[src/rtl/bpfa_rmw.sv]
// ----------------------------------------------------------------------------
// bpfa_rmw
// Word update unit: masks one map word to a frame range, sets or clears
// the bits and counts how many changed.
// ----------------------------------------------------------------------------
module bpfa_rmw #(
	parameter int unsigned WW = 10,
	parameter int unsigned RW = 18
) (
	input  logic [63:0]   data,
	input  logic [WW-1:0] word,
	input  logic [RW-1:0] lo,
	input  logic [RW-1:0] hi,
	input  logic          set,
	output logic [63:0]   wdata,
	output logic [6:0]    count
);

	logic [RW-1:0] hi_m1;
	logic [63:0]   mask;
	logic [63:0]   changed;

	assign hi_m1 = hi - RW'(1);

	always_comb begin
		mask = '1;
		if (word == lo[6 +: WW]) begin
			mask = mask & ({64{1'b1}} << lo[5:0]);
		end
		if (word == hi_m1[6 +: WW]) begin
			mask = mask & ({64{1'b1}} >> (6'd63 - hi_m1[5:0]));
		end
		changed = set ? (~data & mask) : (data & mask);
		wdata   = set ? (data | mask) : (data & ~mask);
		count   = '0;
		for (int b = 0; b < 64; b++) begin
			count = count + 7'(changed[b]);
		end
	end

endmodule

[config.mk]
export PLATFORM = sky130hd
export DESIGN_NAME = bpfa_rmw
export DESIGN_NICKNAME = d
export VERILOG_FILES = /design/src/rtl/bpfa_rmw.sv
export SDC_FILE = /design/constraint.sdc
export NUM_CORES = 1
export LEC_CHECK = 0
export ABC_AREA = 1
export BUFFER_PORTS_ARGS = -buffer_cell sky130_fd_sc_hd__buf_4
export CAP_MARGIN = 25
export CELL_PAD_IN_SITES_DETAIL_PLACEMENT = 0
export CELL_PAD_IN_SITES_GLOBAL_PLACEMENT = 1
export CORE_MARGIN = 4
export CORE_UTILIZATION = 35
export DETAILED_ROUTE_END_ITERATION = 8
export PLACE_DENSITY_LB_ADDON = 0.1
export SLEW_MARGIN = 30
export SYNTH_ARGS = -nofsm -noshare
export SYNTH_HDL_FRONTEND = slang
export SYNTH_SLANG_ARGS = --single-unit
[constraint.sdc]
create_clock -name vclk -period 26.1
set_input_delay 2.61 -clock vclk [all_inputs]
set_output_delay 2.61 -clock vclk [all_outputs]
set_load 0.1 [all_outputs]
==> results of run 1 <==
==> worst max-delay path, delay by kind of cell <==
family / cells / cell delay [ns]
AO/OA/AOI/OAI: 2 / 0.22
adder cells (fa/ha/maj): 11 / 5.10
buffers and inverters: 8 / 1.58
AND/OR/NAND/NOR: 15 / 2.15
==> stage by stage <==
stage	cell area (um2)	util	std cells	setup slack, ns
after floorplan	6480	-	1206	12.89
final	7940	0.439	1571	11.77
after CTS	7940	0.439	1571	11.60
after global placement	7940	0.439	1571	11.73
after global routing	7940	0.439	1571	11.09
after detailed placement	7940	0.439	1571	11.60
==> final cells by class <==
cell class                 count  area, um2
fill                        2115      10100
inverter                     162        608
multi-input combinational    990       5620
tap                          229        287
timing repair buffer         190       1430
==> final timing paths <==
kind	startpoint	end	slack, ns	depth (start not counted)
setup / recovery	hi[1]	count[6]	11.77	36
hold / removal	data[17]	wdata[17]	5.65	4
==> cells in the mapped netlist <==
library cell and n:
a21oi_1 9, a31oi_1 1, and2_1 1, buf_1 5, buf_2 19, buf_4 7
buf_6 1, clkbuf_1 22, fa_1 54, ha_1 18, inv_1 162, nand2_1 478
nand2_2 1, nand3_1 132, nand3_2 1, nand3b_1 3, nand4_1 44, nor2_1 117
nor2_2 8, nor2_4 2, nor2b_2 1, nor3_1 3, nor4_1 1, o2111ai_1 2
o211ai_1 3, o21ai_0 23, o21bai_1 2, or2_2 2, xnor2_1 39, xor2_1 43
xor2_2 2
==> layer usage <==
layer | wire (um) | vias up | part of all wire
met4 | 250 | 0 | 0.0096
met3 | 1440 | 15 | 0.055
li1 | - | 3978 | -
met1 | 12000 | 3501 | 0.46
met2 | 12300 | 222 | 0.47
met5 | 0 | - | 0
==> kinds of logic (layout without fill, tap and decap cells) <==
logic type / after synthesis / in the layout
buffers and inverters: 216 / 352
XOR/XNOR: 84 / 84
adder cells (fa/ha/maj): 72 / 72
AO/OA/AOI/OAI: 40 / 40
AND/OR/NAND/NOR: 794 / 794
==> reports/qor.txt, run 1 <==
Top Ports = 182
Antenna Cells = 0
Setup crit start kind = primary input
CP max stage cell = nand3_1
# rows = 49
Final HPWL DP = 21,900 um
Status = complete, no violations
Post-CTS setup buffers = 0
Layer with the highest usage = met2
Ratio of cells with drive above 1 in the final layout = 0.154
CP endpoint kind = output port
Min Tclk post-route = 14.33 ns
Die Ht = 144 um
Seq_cells = 0
Post-synthesis cell area = 6480 um2
Final nets = 1,527
Post-route ant nets = 0
Met1 usage in global routing = 0.353
DR vias/cell = 4.91
Total global-route track usage = 0.246
Clock buf count = 0
Top cells by area in the synthesized netlist = nand2_1, fa_1, nand3_1, inv_1, nor2_1
Final Hold Fails = 0
Area grow syn2layout = 22.6%
Setup violators final = 0
PostCTS Resize Cnt = 0
Most frequent cells in the layout = nand2_1, buf_4, inv_1, nand3_1, nor2_1
Number of global-route vias before repair = 7,376
Critical path type = in -> out
First-pass GRT wire length = 40,000 um
FF/Latch Area = 0 um2
Post-Synth XOR/XNOR Area = 0.116
Starting DRT DRC Count = 483
Core outline area = 18,100 um2
Cts hold-fix bufs = 0
RSZ-0062 raised after global routing = no
Compound-Gate Fraction of Synth Area = 0.0342
Die area = 20,700 um2
Initial Utilization = 0.358
Largest family of logic cells by synthesized area = simple AND/OR/NAND/NOR gates
Slew @ Worst Pin = 1.00 ns
Syn nets = 1,389
I/O Buffers = 178
Final WL = 26,000 um
Met2 usage = 0.426
CP required = 23.49 ns
Most frequent CP cell = fa_1
Post-Synth Adder-Cell Area = 0.202
Yosys cell types = 31
Post-Synthesis Cells = 1,206
Antenna violations before repair = 0
Largest net degree at the start of global routing = 56
Share of the synthesized area in the top cell type = 0.277
FMAX = 69.8 MHz
DR pass1 iterations = 5
CP Data Arrival Time = 11.72 ns
Via count = 7,716
Slowest cell delay on critical path = 0.83 ns
Syn avg cell area = 5.37 um2
Post-Synth Simple-Gate Area = 0.514
Multiplexer share of the synthesized area = 0
DRC violations left = 0
Most common cell after layout, fill and taps aside = nand2_1
Yosys top cell by area = nand2_1
Post-synthesis sequential area ratio = 0
Max-cap violation count = 0
Total grt overflow = 0
Warning count from the yosys run = 0
Global Route met3 Usage = 0.0126
Relative slew slack = 0.330
HP Class = in -> out
Slew Limit Fails = 0
RePlAce Congestion = 0.959
Hold_ws = 5.65 ns
Die X-Extent = 144 um
Crit Path Max Fanout = 40
Wire per inst = 16.6 um
Final cycle utilization of the critical path = 0.549
Setup TNS = 0 ns
Power of run 1 is left out: the tool's default activity adds up to more than one toggle a clock period on the data nets, which glitch-free logic cannot reach.
==> run 2, diff against run 1 <==
Settings changed: CORE_UTILIZATION 35 to 33.
Clock period 26.1 ns to 11.75 ns, I/O delays scaled along.
==> run 2 against run 1 <==
Non-clock buffer count increased by 7. Flip-flop and latch count unchanged. Clock-buffer cell count unchanged. Critical path type unchanged.
==> reports/qor.txt, run 2 (synthesis results as in run 1) <==
Status = complete, no violations
Top Ports = 182
M1 WL = 12,300 um
Max-cap violation count = 0
Slowest cell delay on critical path = 0.72 ns
Die X-Extent = 148 um
Most frequent cells in the layout = nand2_1, buf_4, inv_1, nand3_1, nor2_1
DR vias/cell = 4.83
FF/Latch Area = 0 um2
HP Class = in -> out
Max layer used = met4
Final WL = 26,700 um
DRC violations left = 0
Final cycle utilization of the critical path = 0.887
Initial Utilization = 0.341
Seq_cells = 0
Met3 wire len = 1460 um
# rows = 50
Relative slew slack = 0.511
Total grt overflow = 0
Total global-route track usage = 0.236
DR pass1 iterations = 5
Area grow syn2layout = 24.0%
RSZ-0062 raised after global routing = no
Post-CTS setup buffers = 0
Core outline area = 19,000 um2
Min-delay src = data[19]
First-pass GRT wire length = 41,500 um
FMAX = 96.0 MHz
Min Tclk post-route = 10.42 ns
Final Hold Fails = 0
Via count = 7,768
Setup TNS = 0 ns
Final HPWL DP = 23,000 um
PostCTS Resize Cnt = 0
CP max stage cell = fa_1
Number of global-route vias before repair = 7,651
Setup violators final = 0
Post-route ant nets = 0
Most frequent CP cell = fa_1
Antenna Cells = 0
Die area = 21,900 um2
Routed wl met2 = 12,300 um
Slew Limit Fails = 0
Critical path type = in -> out
Starting DRT DRC Count = 495
CP Data Arrival Time = 9.24 ns
Critical Path Source = hi[1]
Die Ht = 148 um
Antenna violations before repair = 0
CP endpoint kind = output port
Crit Path Max Fanout = 16
Clock buf count = 0
CP required = 10.58 ns
Wire per inst = 16.6 um
Slew @ Worst Pin = 0.733 ns
Most common cell after layout, fill and taps aside = nand2_1
Largest net degree at the start of global routing = 55
I/O Buffers = 178
Ratio of cells with drive above 1 in the final layout = 0.159
RePlAce Congestion = 0.942
Setup crit start kind = primary input
Cts hold-fix bufs = 0
Final nets = 1,534
==> run 2: cell count changes in the layout (fill, tap and decap cells not counted), sizes merged <==
cell | previous run | this run
buf | 190 | 197
==> run 2: per-layer routing <==
metal | track usage | up-vias
met2 | 0.403 | 242
li1 | - | 4003
met1 | 0.329 | 3493
met3 | 0.0219 | 30
met5 | 0 | -
met4 | 0.0397 | 0
==> run 2: worst paths after layout <==
| path | end | depth (start not counted) |
|---|---|---|
| min | wdata[19] | 4 |
| max | count[6] | 35 |
==> run 2: critical path: cells and delay by family <==
family,cells,cell delay [ns]
AO/OA/AOI/OAI,2,0.20
adder cells (fa/ha/maj),11,5.23
AND/OR/NAND/NOR,17,2.00
buffers and inverters,5,0.59
==> run 2: metrics by stage <==
step	setup WS [ns]	cells	utilization	area (um2)	hold slack, ns
5_1_grt	0.710	1609	0.422	8030	2.80
3_5_place_dp	1.24	1609	0.422	8030	2.78
6_report	1.33	1609	0.422	8030	2.78
4_1_cts	1.25	1609	0.422	8030	2.78
3_3_place_gp	1.32	1609	0.422	8030	2.78
2_1_floorplan	1.41	1206	-	6480	2.92
==> run 2: layout make-up <==
cell class                 count  area [um2]
multi-input combinational    990        5620
inverter                     162         608
timing repair buffer         197        1480
tap                          260         325
fill                        2285       11000
Power of run 2 is left out for the same reason.
